==> src/rtl/bfd_pkg.sv <==
`timescale 1ns / 1ps
// ----------------------------------------------------------------------------
// bfd_pkg: shared types and constants for the BEEP frame deframer
// Result kinds, error codes, frame types and the front-to-back event record.
// ----------------------------------------------------------------------------
package bfd_pkg;

   localparam int NUM_W  = 31;
   localparam logic [NUM_W-1:0] NUM_MAX = {NUM_W{1'b1}};

   localparam logic [1:0] KIND_HEADER  = 2'd0;
   localparam logic [1:0] KIND_PAYLOAD = 2'd1;
   localparam logic [1:0] KIND_END     = 2'd2;
   localparam logic [1:0] KIND_ERROR   = 2'd3;

   localparam logic [2:0] TYPE_MSG = 3'd0;
   localparam logic [2:0] TYPE_RPY = 3'd1;
   localparam logic [2:0] TYPE_ANS = 3'd2;
   localparam logic [2:0] TYPE_ERR = 3'd3;
   localparam logic [2:0] TYPE_NUL = 3'd4;

   localparam logic [2:0] ERR_KEYWORD = 3'd0;
   localparam logic [2:0] ERR_SPACE   = 3'd1;
   localparam logic [2:0] ERR_INTEGER = 3'd2;
   localparam logic [2:0] ERR_DOT     = 3'd3;
   localparam logic [2:0] ERR_EOL     = 3'd4;
   localparam logic [2:0] ERR_TRAILER = 3'd5;

   localparam logic [7:0] CH_CR  = 8'h0D;
   localparam logic [7:0] CH_LF  = 8'h0A;
   localparam logic [7:0] CH_SP  = 8'h20;
   localparam logic [7:0] CH_TAB = 8'h09;
   localparam logic [7:0] CH_DOT = 8'h2E;
   localparam logic [7:0] CH_E   = 8'h45;
   localparam logic [7:0] CH_N   = 8'h4E;
   localparam logic [7:0] CH_D   = 8'h44;

   // tdata carries everything but kind (tuser) and payload_last (tlast)
   localparam int RSP_DATA_W  = 3 + 5*NUM_W + 8 + 3;            // 169
   localparam int RSP_TDATA_W = ((RSP_DATA_W + 7) / 8) * 8;     // 176

   localparam int FIFO_DEPTH = 4;
   localparam int FIFO_AW    = 2;

   typedef struct packed {
      logic [2:0]       err_code;
      logic             pay_last;
      logic [7:0]       pay_byte;
      logic [NUM_W-1:0] answer;
      logic [NUM_W-1:0] size;
      logic [NUM_W-1:0] seq;
      logic [NUM_W-1:0] msg;
      logic [NUM_W-1:0] chan;
      logic [2:0]       ftype;
      logic [1:0]       kind;
   } rsp_type;

   function automatic logic is_blank(input logic [7:0] b);
      return (b == CH_SP) || (b == CH_TAB);
   endfunction

endpackage

==> src/rtl/beep_frame_deframer.sv <==
`timescale 1ns / 1ps
// ----------------------------------------------------------------------------
// beep_frame_deframer: BEEP frame parser, one received byte per transaction
// Takes one byte per cycle; results come out of a four-entry queue, and
// input stalls only when that queue is full.
// The result kind travels on rsp_tuser and the last-payload-byte flag on
// rsp_tlast; all other result fields are packed into rsp_tdata.
// ----------------------------------------------------------------------------
module beep_frame_deframer (
   input  logic         clock,
   input  logic         reset,
   input  logic         req_tvalid,
   output logic         req_tready,
   input  logic [7:0]   req_tdata,   // rx_byte
   output logic         rsp_tvalid,
   input  logic         rsp_tready,
   output logic [175:0] rsp_tdata,   // frame_type, channel_number,
                                     // message_number, sequence_number,
                                     // payload_size, answer_number,
                                     // payload_byte, error_code
   output logic [1:0]   rsp_tuser,   // kind
   output logic         rsp_tlast    // payload_last
);

   logic             ev_valid, q_room;
   bfd_pkg::rsp_type ev, q_data;

   bfd_parser u_parser (
      .clock(clock), .reset(reset),
      .in_valid(req_tvalid), .in_ready(req_tready), .in_byte(req_tdata),
      .ev_valid(ev_valid), .ev_room(q_room), .ev(ev)
   );

   bfd_queue u_queue (
      .clock(clock), .reset(reset),
      .wr_valid(ev_valid), .wr_data(ev), .wr_room(q_room),
      .rd_valid(rsp_tvalid), .rd_ready(rsp_tready), .rd_data(q_data)
   );

   assign rsp_tdata = {{(bfd_pkg::RSP_TDATA_W - bfd_pkg::RSP_DATA_W){1'b0}},
                       q_data.err_code, q_data.pay_byte, q_data.answer,
                       q_data.size, q_data.seq, q_data.msg, q_data.chan,
                       q_data.ftype};
   assign rsp_tuser = q_data.kind;
   assign rsp_tlast = q_data.pay_last;

endmodule

==> src/rtl/bfd_parser.sv <==
`timescale 1ns / 1ps
// ----------------------------------------------------------------------------
// bfd_parser: byte-level frame parser (front part)
// Walks header, payload, trailer one byte per unstalled cycle; emits events.
// ----------------------------------------------------------------------------
module bfd_parser (
   input  logic               clock,
   input  logic               reset,
   input  logic               in_valid,
   output logic               in_ready,
   input  logic [7:0]         in_byte,
   output logic               ev_valid,
   input  logic               ev_room,
   output bfd_pkg::rsp_type   ev
);

   typedef enum logic [22:0] {
      KW0     = 23'd1 << 0,  KW1     = 23'd1 << 1,  KW2     = 23'd1 << 2,
      SEP_CH  = 23'd1 << 3,  INT_CH  = 23'd1 << 4,  SEP_MSG = 23'd1 << 5,
      INT_MSG = 23'd1 << 6,  SEP_DOT = 23'd1 << 7,  DOT     = 23'd1 << 8,
      SEP_SEQ = 23'd1 << 9,  INT_SEQ = 23'd1 << 10, SEP_SZ  = 23'd1 << 11,
      INT_SZ  = 23'd1 << 12, SEP_ANS = 23'd1 << 13, INT_ANS = 23'd1 << 14,
      EOL     = 23'd1 << 15, EOL_LF  = 23'd1 << 16, PAYLOAD = 23'd1 << 17,
      TR_E    = 23'd1 << 18, TR_N    = 23'd1 << 19, TR_D    = 23'd1 << 20,
      TR_EOL  = 23'd1 << 21, TR_LF   = 23'd1 << 22
   } phase_type;

   localparam int W = bfd_pkg::NUM_W;

   phase_type        phase_ff, phase_in;
   logic [15:0]      kw_ff, kw_in;
   logic [W-1:0]     acc_ff, acc_in;
   logic             saw_ff, saw_in;
   logic [2:0]       type_ff, type_in;
   logic [W-1:0]     ch_ff, ch_in, msg_ff, msg_in, seq_ff, seq_in;
   logic [W-1:0]     sz_ff, sz_in, ans_ff, ans_in, rem_ff, rem_in;
   logic             err_ff, err_in;

   logic             fire;
   logic             is_digit;
   logic [W+3:0]     acc_x10;
   logic             ovf;
   logic [23:0]      kw_word;
   logic [1:0]       ekind;
   logic [2:0]       ecode;
   logic [7:0]       epbyte;
   logic             eplast;
   logic             emit;
   // results of the separator stage that may follow a finished number
   logic             sep_fail;

   assign in_ready = ev_room;
   assign fire     = in_valid && ev_room && !err_ff;
   assign is_digit = (in_byte >= 8'h30) && (in_byte <= 8'h39);
   // acc * 10 + digit, as two shifts and adds
   assign acc_x10  = ({4'd0, acc_ff} << 3) + ({4'd0, acc_ff} << 1)
                   + {{W{1'b0}}, in_byte[3:0]};
   assign ovf      = acc_x10 > {4'd0, bfd_pkg::NUM_MAX};
   assign kw_word  = {kw_ff, in_byte};
   assign sep_fail = !bfd_pkg::is_blank(in_byte);

   always_comb begin
      phase_in = phase_ff; kw_in = kw_ff; acc_in = acc_ff; saw_in = saw_ff;
      type_in = type_ff; ch_in = ch_ff; msg_in = msg_ff; seq_in = seq_ff;
      sz_in = sz_ff; ans_in = ans_ff; rem_in = rem_ff; err_in = err_ff;
      emit = 1'b0; ekind = bfd_pkg::KIND_HEADER; ecode = 3'd0;
      epbyte = 8'd0; eplast = 1'b0;
      if (fire) begin
         unique case (phase_ff)
            KW0: begin
               type_in = 3'd0; ch_in = '0; msg_in = '0; seq_in = '0;
               sz_in = '0; ans_in = '0;
               kw_in = {8'd0, in_byte};
               phase_in = KW1;
            end
            KW1: begin
               kw_in = {kw_ff[7:0], in_byte};
               phase_in = KW2;
            end
            KW2: begin
               phase_in = SEP_CH;
               priority case (kw_word)
                  24'h4D5347: type_in = bfd_pkg::TYPE_MSG;
                  24'h525059: type_in = bfd_pkg::TYPE_RPY;
                  24'h414E53: type_in = bfd_pkg::TYPE_ANS;
                  24'h455252: type_in = bfd_pkg::TYPE_ERR;
                  24'h4E554C: type_in = bfd_pkg::TYPE_NUL;
                  default: begin
                     phase_in = KW2; emit = 1'b1;
                     ekind = bfd_pkg::KIND_ERROR; ecode = bfd_pkg::ERR_KEYWORD;
                  end
               endcase
            end
            SEP_CH, SEP_MSG, SEP_DOT, SEP_SEQ, SEP_SZ, SEP_ANS: begin
               if (sep_fail) begin
                  emit = 1'b1; ekind = bfd_pkg::KIND_ERROR;
                  ecode = bfd_pkg::ERR_SPACE;
               end else begin
                  phase_in = phase_type'({phase_ff[21:0], 1'b0});
               end
            end
            INT_CH, INT_MSG, INT_SEQ, INT_SZ, INT_ANS: begin
               if (is_digit) begin
                  if (ovf) begin
                     emit = 1'b1; ekind = bfd_pkg::KIND_ERROR;
                     ecode = bfd_pkg::ERR_INTEGER;
                  end else begin
                     acc_in = acc_x10[W-1:0];
                     saw_in = 1'b1;
                  end
               end else if (!saw_ff) begin
                  if (sep_fail) begin
                     emit = 1'b1; ekind = bfd_pkg::KIND_ERROR;
                     ecode = bfd_pkg::ERR_INTEGER;
                  end
               end else begin
                  acc_in = '0; saw_in = 1'b0;
                  // the terminating byte is checked here as the following separator
                  priority case (1'b1)
                     phase_ff[4]: begin
                        ch_in = acc_ff;
                        if (sep_fail) begin
                           emit = 1'b1; ekind = bfd_pkg::KIND_ERROR;
                           ecode = bfd_pkg::ERR_SPACE; phase_in = SEP_MSG;
                        end else phase_in = INT_MSG;
                     end
                     phase_ff[6]: begin
                        msg_in = acc_ff;
                        if (sep_fail) begin
                           emit = 1'b1; ekind = bfd_pkg::KIND_ERROR;
                           ecode = bfd_pkg::ERR_SPACE; phase_in = SEP_DOT;
                        end else phase_in = DOT;
                     end
                     phase_ff[10]: begin
                        seq_in = acc_ff;
                        if (sep_fail) begin
                           emit = 1'b1; ekind = bfd_pkg::KIND_ERROR;
                           ecode = bfd_pkg::ERR_SPACE; phase_in = SEP_SZ;
                        end else phase_in = INT_SZ;
                     end
                     default: begin
                        if (phase_ff[12]) sz_in = acc_ff;
                        else ans_in = acc_ff;
                        if (phase_ff[12] && type_ff == bfd_pkg::TYPE_ANS) begin
                           if (sep_fail) begin
                              emit = 1'b1; ekind = bfd_pkg::KIND_ERROR;
                              ecode = bfd_pkg::ERR_SPACE; phase_in = SEP_ANS;
                           end else phase_in = INT_ANS;
                        end else if (in_byte == bfd_pkg::CH_CR) begin
                           phase_in = EOL_LF;
                        end else if (in_byte == bfd_pkg::CH_LF) begin
                           // header done straight from the number
                           emit = 1'b1; ekind = bfd_pkg::KIND_HEADER;
                           rem_in = phase_ff[12] ? acc_ff : sz_ff;
                           phase_in = ((phase_ff[12] ? acc_ff : sz_ff) != '0)
                                    ? PAYLOAD : TR_E;
                        end else begin
                           emit = 1'b1; ekind = bfd_pkg::KIND_ERROR;
                           ecode = bfd_pkg::ERR_EOL; phase_in = EOL;
                        end
                     end
                  endcase
               end
            end
            DOT: begin
               if (in_byte == bfd_pkg::CH_DOT) phase_in = SEP_SEQ;
               else if (sep_fail) begin
                  emit = 1'b1; ekind = bfd_pkg::KIND_ERROR;
                  ecode = bfd_pkg::ERR_DOT;
               end
            end
            EOL, EOL_LF: begin
               if (phase_ff[15] && in_byte == bfd_pkg::CH_CR) phase_in = EOL_LF;
               else if (in_byte != bfd_pkg::CH_LF) begin
                  emit = 1'b1; ekind = bfd_pkg::KIND_ERROR;
                  ecode = bfd_pkg::ERR_EOL;
               end else begin
                  emit = 1'b1; ekind = bfd_pkg::KIND_HEADER;
                  rem_in = sz_ff;
                  phase_in = (sz_ff != '0) ? PAYLOAD : TR_E;
               end
            end
            PAYLOAD: begin
               emit = 1'b1; ekind = bfd_pkg::KIND_PAYLOAD;
               epbyte = in_byte;
               eplast = (rem_ff <= {{(W-1){1'b0}}, 1'b1});
               rem_in = eplast ? '0 : rem_ff - {{(W-1){1'b0}}, 1'b1};
               if (eplast) phase_in = TR_E;
            end
            TR_E, TR_N, TR_D: begin
               if ((phase_ff[18] && in_byte != bfd_pkg::CH_E) ||
                   (phase_ff[19] && in_byte != bfd_pkg::CH_N) ||
                   (phase_ff[20] && in_byte != bfd_pkg::CH_D)) begin
                  emit = 1'b1; ekind = bfd_pkg::KIND_ERROR;
                  ecode = bfd_pkg::ERR_TRAILER;
               end else begin
                  phase_in = phase_type'({phase_ff[21:0], 1'b0});
               end
            end
            TR_EOL, TR_LF: begin
               if (phase_ff[21] && in_byte == bfd_pkg::CH_CR) phase_in = TR_LF;
               else if (in_byte != bfd_pkg::CH_LF) begin
                  emit = 1'b1; ekind = bfd_pkg::KIND_ERROR;
                  ecode = bfd_pkg::ERR_TRAILER;
               end else begin
                  emit = 1'b1; ekind = bfd_pkg::KIND_END;
                  phase_in = KW0;
               end
            end
            default: phase_in = KW0;
         endcase
         if (emit && ekind == bfd_pkg::KIND_ERROR) err_in = 1'b1;
      end
   end

   assign ev_valid    = emit;
   assign ev.kind     = ekind;
   assign ev.ftype    = type_in;
   assign ev.chan     = ch_in;
   assign ev.msg      = msg_in;
   assign ev.seq      = seq_in;
   assign ev.size     = sz_in;
   assign ev.answer   = ans_in;
   assign ev.pay_byte = epbyte;
   assign ev.pay_last = eplast;
   assign ev.err_code = ecode;

   always_ff @(posedge clock) begin
      if (reset) begin
         phase_ff <= KW0; kw_ff <= '0; acc_ff <= '0; saw_ff <= 1'b0;
         type_ff <= '0; ch_ff <= '0; msg_ff <= '0; seq_ff <= '0;
         sz_ff <= '0; ans_ff <= '0; rem_ff <= '0; err_ff <= 1'b0;
      end else begin
         phase_ff <= phase_in; kw_ff <= kw_in; acc_ff <= acc_in; saw_ff <= saw_in;
         type_ff <= type_in; ch_ff <= ch_in; msg_ff <= msg_in; seq_ff <= seq_in;
         sz_ff <= sz_in; ans_ff <= ans_in; rem_ff <= rem_in; err_ff <= err_in;
      end
   end

endmodule

==> src/rtl/bfd_queue.sv <==
`timescale 1ns / 1ps
// ----------------------------------------------------------------------------
// bfd_queue: result queue (back part)
// Small FIFO that holds parsed events until the result channel takes them.
// ----------------------------------------------------------------------------
module bfd_queue (
   input  logic             clock,
   input  logic             reset,
   input  logic             wr_valid,
   input  bfd_pkg::rsp_type wr_data,
   output logic             wr_room,
   output logic             rd_valid,
   input  logic             rd_ready,
   output bfd_pkg::rsp_type rd_data
);

   localparam int AW = bfd_pkg::FIFO_AW;

   bfd_pkg::rsp_type mem_ff [bfd_pkg::FIFO_DEPTH];
   logic [AW-1:0] wp_ff, wp_in, rp_ff, rp_in;
   logic [AW:0]   cnt_ff, cnt_in;
   logic          do_wr, do_rd;

   assign wr_room  = cnt_ff != (AW+1)'(bfd_pkg::FIFO_DEPTH);
   assign rd_valid = cnt_ff != '0;
   assign rd_data  = mem_ff[rp_ff];
   assign do_wr    = wr_valid;
   assign do_rd    = rd_valid && rd_ready;
   assign wp_in    = do_wr ? wp_ff + AW'(1) : wp_ff;
   assign rp_in    = do_rd ? rp_ff + AW'(1) : rp_ff;
   assign cnt_in   = cnt_ff + (AW+1)'(do_wr) - (AW+1)'(do_rd);

   always_ff @(posedge clock) begin
      if (do_wr) mem_ff[wp_ff] <= wr_data;
   end

   always_ff @(posedge clock) begin
      if (reset) begin
         wp_ff <= '0; rp_ff <= '0; cnt_ff <= '0;
      end else begin
         wp_ff <= wp_in; rp_ff <= rp_in; cnt_ff <= cnt_in;
      end
   end

endmodule

==> config.mk <==
export PLATFORM = sky130hd
export DESIGN_NAME = beep_frame_deframer
export DESIGN_NICKNAME = d
export VERILOG_FILES = /design/src/rtl/bfd_pkg.sv /design/src/rtl/beep_frame_deframer.sv /design/src/rtl/bfd_parser.sv /design/src/rtl/bfd_queue.sv
export SDC_FILE = /design/constraint.sdc
export NUM_CORES = 1
export LEC_CHECK = 0
export ABC_AREA = 1
export BUFFER_PORTS_ARGS = -buffer_cell sky130_fd_sc_hd__buf_2
export CORE_MARGIN = 2
export CORE_UTILIZATION = 45
export CTS_CLUSTER_DIAMETER = 40
export CTS_CLUSTER_SIZE = 12
export DETAILED_ROUTE_END_ITERATION = 10
export GPL_TIMING_DRIVEN = 0
export PLACE_DENSITY_LB_ADDON = 0.3
export REMOVE_ABC_BUFFERS = 1
export SLEW_MARGIN = 5
export SYNTH_ARGS = -nofsm -noshare
export SYNTH_HDL_FRONTEND = slang
export SYNTH_SLANG_ARGS = --single-unit
==> constraint.sdc <==
create_clock -name clock -period 13.8 [get_ports clock]
set_input_delay 0.69 -clock clock [delete_from_list [all_inputs] [get_ports clock]]
set_output_delay 0.69 -clock clock [all_outputs]
set_load 0.02 [all_outputs]
==> metrics.txt, run 1 <==
critical-path cell list=inv_1 -> fa_1 -> fa_1 -> inv_1 -> nand3_1 -> nand3_1 -> nand2_1 -> nand2_1 -> nand2_1 -> nand3_1 -> nand2_1 -> nand2_1 -> nor2_1 -> nand2_2 -> nand2_1 -> nand2_1 -> nand2_2 -> nor2_4 -> buf_12 -> buf_12 -> buf_12 -> buf_12; worst hold path class=input port to flip-flop; Final Hold Viols=0; Power Density=165 nW/µm²; # rows=112; via count=31100; final cycle utilization of the critical path=36.8%; Wirelength per Cell=19.6 µm; Post-Layout Inst Area=49500 µm²; layout overhead on the synthesized area=17.4%; cell count after synthesis=4210; clk slew on worst S/H paths=0.05 ns; DR DRC count=0; final setup fails=0; multiplexer share of the synthesized area=0%; initial antenna violation count=3; RSZ-0062 raised after global routing=false; Slew Viols, Final=0; most frequent cells in the layout=edfxtp_1 (688), nor2_1 (630), nand2_1 (560); # Max-Cap Violations=0; Core Area=93000 µm²; clock latency at the later pin of the worst-skew pair=0.73 ns; status=completed; ranking of synthesized cells by area=edfxtp_1 (49%), dfxtp_1 (13%), nor2_1 (5.7%), o21ai_0 (5.3%), nand2_1 (5.0%); slowest CP cell=fa_1; nets=4445; initial DRC count=2837; crit path from=u_parser.acc_ff[2]; critical path's most frequent cell=nand2_1; Port Buf Inserts=185; total grt overflow=0; crit end category=flip-flop; compound-cell area share of the yosys netlist=13.7%; fraction of registers with async set or reset after synthesis=0%; Vias/cell=5.43; first-pass GRT wire length=171 mm; WP data required=14.20 ns; CP bufs+invs=6; CP Class=flip-flop to flip-flop; number of global-route vias before repair=29700; simple-gate share of the synthesized area=14.7%; final clock skew=0.0363 ns; global placement routability congestion=0.938; Worst-Margin Slew=1.19 ns; most common cell after layout, fill and taps aside=edfxtp_1; clk sinks=958; Post-synth top flop=edfxtp_1; CP startpoint kind=flip-flop; Max Buffers Root-to-Sink=3; drt pass-1 iters=6; GRT Overall Usage=23.2%; largest family of logic cells by synthesized area=simple AND/OR/NAND/NOR gates; setup total negative slack=0 ns; Die X=310 µm; dpl cell area=44800 µm²; worst r2r src=u_parser.acc_ff[2]; Synth Register Bits=958; TritonCTS Buffers=131; Post-synth EDFFs=688; Post-Route Utilization=53.2%; Hold-fix buffers, CTS=0; largest net degree at the start of global routing=139; CTS root buffer=clkbuf_16; # H-tree levels=4; max_slew headroom=20.5%; IO Count=193; dpl hpwl=71.1 mm; Synth Area in XOR/XNOR=1.12%; CP max FO=26; Synth area leader=edfxtp_1; ant diodes=0; die height=310 µm; TritonCTS clock tree=built; antenna viol nets, final=0; mapped cell area=42100 µm²; Die Area=96100 µm²; share of layout cells above drive strength 1=14.7%; leakage=18.6 nW; wirelength, routed=112 mm; sequential share of the synthesized area=61.8%; Ys Warns=0; CP delay by family, top=simple AND/OR/NAND/NOR gates; min-delay src=req_tdata[6]; clock period minus worst slack=5.07 ns; PostCTS Resize Cnt=0; post-CTS setup buffers=0; Worst IR Drop VDD=0.111 mV; adder-cell area share of the yosys netlist=2.19%; top-area cell type share of the netlist area=49.0%; Worst EP arrival=5.48 ns; Critical Path Max Stage Delay=0.53 ns; initial core utilization=45.3%; count of cell types in the netlist=59; fmax=197 MHz; syn avg cell area=10.0 µm²
layout make-up:
class,instances,area (µm²)
multi-input cells,2589,13500
clock inverters,76,1040
inverters,449,1710
repair buffers,232,1990
fillers,8206,43600
clock buffers,167,3620
well taps,1254,1570
flip-flops and latches,958,26100
sequential cells by signal, summed over array words and instances, names as in the netlist, named ones only:
register	cells
u_parser.ch_ff	31
u_parser.rem_ff	31
u_queue.mem_ff	688
u_queue.cnt_ff	3
u_parser.kw_ff	16
u_parser.ans_ff	31
u_queue.wp_ff	2
u_parser.err_ff	1
u_parser.saw_ff	1
u_parser.msg_ff	31
u_parser.type_ff	3
u_parser.acc_ff	31
u_parser.phase_ff	23
u_parser.seq_ff	31
u_parser.sz_ff	31
u_queue.rp_ff	2
synthesized netlist by cell type, types with 56 or more instances:
cell type	number
a21oi_1	156
clkbuf_1	164
dfxtp_1	270
edfxtp_1	688
ha_1	69
inv_1	390
inv_2	56
nand2_1	561
nand3_1	68
nor2_1	635
nor3_1	62
o21ai_0	445
o22ai_1	260
per-layer routing:
metal  up-vias  global-route usage (%)  routed length [µm]
met5         -                       0                   0
met4         0                    7.34                2890
met3       199                    3.41                6360
met2       921                    39.4               54600
met1     15100                    30.5               48400
li1      14900                       -                   -
where the power goes:
| part | switching, mW | leakage, nW | internal [mW] | total [mW] |
|---|---|---|---|---|
| Sequential | 0.0630 | 8.55 | 3.07 | 3.13 |
| Clock | 1.33 | 2.25 | 2.18 | 3.51 |
| Combinational | 1.08 | 7.77 | 0.440 | 1.52 |
logic make-up after synthesis:
| logic type | after synthesis |
|---|---|
| AOI/OAI and AO/OA | 979 |
| xor gates and xnor gates | 54 |
| adders and majority gates | 72 |
| buffers and inverters | 669 |
| DFF | 958 |
| other | 1 |
| and+or+nand+nor | 1477 |
worst register-to-register path: stages, from the launching register on:
cell and delay [ns]:
dfxtp_1 0.37, inv_1 0.38, fa_1 0.53, fa_1 0.43
inv_1 0.10, nand3_1 0.07, nand3_1 0.12, nand2_1 0.08
nand2_1 0.19, nand2_1 0.08, nand3_1 0.20, nand2_1 0.10
nand2_1 0.07, nor2_1 0.05, nand2_2 0.12, nand2_1 0.10
nand2_1 0.10, nand2_2 0.19, nor2_4 0.47, buf_12 0.28
buf_12 0.25, buf_12 0.25, buf_12 0.22
per-stage QoR:
stage,power (mW),hold WS [ns],cells,setup slack [ns]
after CTS,8.23,0.250,5725,8.74
after global placement,4.74,0.451,5435,-19.63
after detailed placement,4.73,0.455,5482,8.52
after global routing,8.47,0.335,5725,8.48
after floorplan,4.14,0.430,3996,-0.726
final,8.16,0.295,5725,8.73
path summary, 6_finish.rpt:
kind | end | slack, ns | depth (start not counted)
max | u_queue.mem_ff[1][157] | 8.73 | 22
min | u_parser.kw_ff[6] | 0.30 | 3
max reg2reg | u_queue.mem_ff[1][157] | 8.73 | 22
min reg2reg | u_parser.kw_ff[9] | 0.47 | 2
(Power assumes the default switching activity.)
==> inputs of run 2 (changes only) <==
--- a/config.mk
+++ b/config.mk
@@ -5,7 +5,7 @@
 export SDC_FILE = /design/constraint.sdc
 export NUM_CORES = 1
 export LEC_CHECK = 0
-export ABC_AREA = 1
+export ABC_AREA = 0
 export BUFFER_PORTS_ARGS = -buffer_cell sky130_fd_sc_hd__buf_2
 export CORE_MARGIN = 2
 export CORE_UTILIZATION = 45
==> constraint.sdc (replaced) <==
create_clock -name clock -period 4.7 [get_ports clock]
set_input_delay 0.235 -clock clock [delete_from_list [all_inputs] [get_ports clock]]
set_output_delay 0.235 -clock clock [all_outputs]
set_load 0.02 [all_outputs]
==> metrics.txt, run 2 <==
status=completed (unchanged); Pwr Total=24.2 mW (was 8.16 mW); Post-synth EDFFs=688 (unchanged); via count=26000 (was 31100); top-area cell type share of the netlist area=51.3% (was 49.0%); mapped cell area=40300 µm² (was 42100 µm²); count of cell types in the netlist=97 (was 59); Port Buf Inserts=185 (unchanged); WP data required=5.10 ns (was 14.20 ns); final worst setup slack=0.0753 ns (was 8.73 ns); Synth area leader=edfxtp_1 (unchanged); Seq. cell area=26200 µm² (was 26100 µm²); most flop-heavy register=u_queue.mem_ff (unchanged); most common cell after layout, fill and taps aside=edfxtp_1 (unchanged); Largest register FFs=688 (unchanged); Power Density=490 nW/µm² (was 165 nW/µm²); syn avg cell area=14.1 µm² (was 10.0 µm²); share of layout cells above drive strength 1=25.4% (was 14.7%); ranking of synthesized cells by area=edfxtp_1 (51%), dfxtp_1 (13%), mux4_2 (9.6%), a22o_1 (2.6%), nand2_1 (2.6%) (was edfxtp_1 (49%), dfxtp_1 (13%), nor2_1 (5.7%), o21ai_0 (5.3%), nand2_1 (5.0%)); Core Area=88500 µm² (was 93000 µm²); final clock skew=0.0347 ns (was 0.0363 ns); DR DRC count=0 (unchanged); top-count cell post-synth=edfxtp_1 (unchanged); Post-Route Utilization=55.8% (was 53.2%); final cycle utilization of the critical path=98.4% (was 36.8%); Fill cells=6940 (was 8206); Die Area=92000 µm² (was 96100 µm²); # H-tree levels=4 (unchanged); Cells after DPL=4074 (was 5482); GRT Overall Usage=23.8% (was 23.2%); antenna viol nets, final=0 (unchanged); nets=3222 (was 4445); Final Hold Viols=0 (unchanged); worst hold path class=input port to flip-flop (unchanged); CTS root buffer=clkbuf_16 (unchanged); most frequent cells in the layout=edfxtp_1 (688), nand2_1 (274), dfxtp_1 (236) (was edfxtp_1 (688), nor2_1 (630), nand2_1 (560)); dpl hpwl=68.2 mm (was 71.1 mm); number of global-route vias before repair=26100 (was 29700); Worst EP arrival=5.03 ns (was 5.48 ns); fraction of registers with async set or reset after synthesis=0% (unchanged); max_slew headroom=10.5% (was 20.5%); cell count after synthesis=2854 (was 4210); Cell Count, Final, Fillers Out=4417 (was 5725); Max Buffers Root-to-Sink=3 (unchanged); CP max FO=56 (was 26); leakage=17.0 nW (was 18.6 nW); wirelength, routed=109 mm (was 112 mm); fmax=216 MHz (was 197 MHz); initial core utilization=45.5% (was 45.3%); IO Count=193 (unchanged); clock latency at the later pin of the worst-skew pair=0.72 ns (was 0.73 ns); TritonCTS Buffers=137 (was 131); Multi-input gate area=13500 µm² (about the same); # rows=109 (was 112); drt pass-1 iters=6 (unchanged); die height=303 µm (was 310 µm); final hold slack=0.295 ns (about the same); top cells by count, synth=edfxtp_1 (688), nand2_1 (278), dfxtp_1 (270) (was edfxtp_1 (688), nor2_1 (635), nand2_1 (561)); initial antenna violation count=1 (was 3); Vias/cell=5.88 (was 5.43); Die X=303 µm (was 310 µm); total grt overflow=0 (unchanged); sequential share of the synthesized area=64.7% (was 61.8%); clock period minus worst slack=4.62 ns (was 5.07 ns); largest net degree at the start of global routing=91 (was 139); Post-synth top flop=edfxtp_1 (unchanged); Worst-Margin Slew=1.34 ns (was 1.19 ns); initial DRC count=1919 (was 2837); final setup fails=0 (unchanged); CP Class=flip-flop to flip-flop (unchanged); # Max-Cap Violations=0 (unchanged); CP startpoint kind=flip-flop (unchanged); clk slew on worst S/H paths=0.05 ns (about the same); global placement routability congestion=0.858 (was 0.938); pre-CTS setup slack=-1.86 ns (was 8.52 ns); layout overhead on the synthesized area=22.5% (was 17.4%); TritonCTS clock tree=built (unchanged); clk sinks=958 (unchanged); Synth Register Bits=958 (unchanged); Worst IR Drop VDD=0.523 mV (was 0.111 mV); first-pass GRT wire length=163 mm (was 171 mm); Wirelength per Cell=24.8 µm (was 19.6 µm); Slew Viols, Final=0 (unchanged); Ys Warns=0 (unchanged); crit end category=flip-flop (unchanged)
-- run 2: changes by cell type in the layout (fill, tap and decap cells not counted), sizes merged, moves of 44 or more --
cell   change
a22o     +120
and2     +166
buf       +78
inv      -408
mux4     +172
nand2    -301
nand3     -44
nor2     -563
o21ai    -296
o22ai    -306
-- run 2: per-layer routing --
metal / global-route usage [%] / wire [µm] / vias to the layer above
li1: - / - / 11600
met1: 31.4 / 45800 / 13300
met5: 0 / 0 / -
met3: 3.98 / 6250 / 206
met2: 39.8 / 54100 / 909
met4: 8.53 / 3380 / 0
-- run 2: area by class of cell --
type,count,area share (%)
repair buffers,337,6.94
clock inverters,75,1.81
flip-flops and latches,958,53.0
inverters,35,0.276
multi-input cells,1669,27.4
well taps,1165,2.95
diodes,1,0.00507
clock buffers,177,7.65
-- run 2: path summary, 6_finish.rpt --
path / startpoint / to / cells after the start / slack (ns)
hold reg to reg: u_parser.rem_ff[13] / u_parser.rem_ff[13] / 2 / 0.49
hold / removal: req_tdata[3] / u_queue.mem_ff[0][163] / 3 / 0.30
setup / recovery: u_parser.acc_ff[0] / u_queue.mem_ff[2][140] / 17 / 0.08
setup reg to reg: u_parser.acc_ff[0] / u_queue.mem_ff[2][140] / 17 / 0.08
-- run 2: where the power goes --
group	internal [mW]	switching (mW)	total, mW	leakage [nW]
Combinational	2.05	2.67	4.72	6.14
Sequential	8.98	0.167	9.15	8.58
Clock	6.48	3.87	10.3	2.24
Total	17.5	6.71	24.2	17.0
-- run 2: cell families after synthesis --
logic type	synth area share, %
AOI/OAI and AO/OA	9.14
xor gates and xnor gates	0.739
adders and majority gates	2.29
buffers and inverters	2.61
DFF	64.7
muxes	10.1
other	0.00930
and+or+nand+nor	10.4
-- run 2: timing repair --
item,CTS,global route
gates resized for setup,84,25
setup endpoints to repair,719,402
pin swaps,10,7
hold buffers,13,0
setup buffers,49,18
hold endpoints to repair,41,0
gates cloned,16,0
-- run 2: worst max-delay path: stages (launching register included) --
cell	delay (ns)
dfxtp_4	0.36
inv_1	0.07
fa_1	0.55
inv_1	0.05
ha_1	0.31
a211oi_2	0.09
o211ai_1	0.31
a21oi_2	0.14
o21a_1	0.28
o311a_1	0.35
o211a_4	0.28
a311oi_4	0.27
o41ai_4	0.13
buf_12	0.19
nor2_4	0.11
buf_4	0.15
buf_12	0.31
buf_16	0.23
-- run 2: per-stage QoR --
step / setup TNS, ns / area (µm²)
2_1_floorplan: -4946.27 / 39400
3_3_place_gp: - / 41800
3_5_place_dp: -847.59 / 43300
4_1_cts: 0 / 49100
5_1_grt: -1.50 / 49400
6_report: 0 / 49400
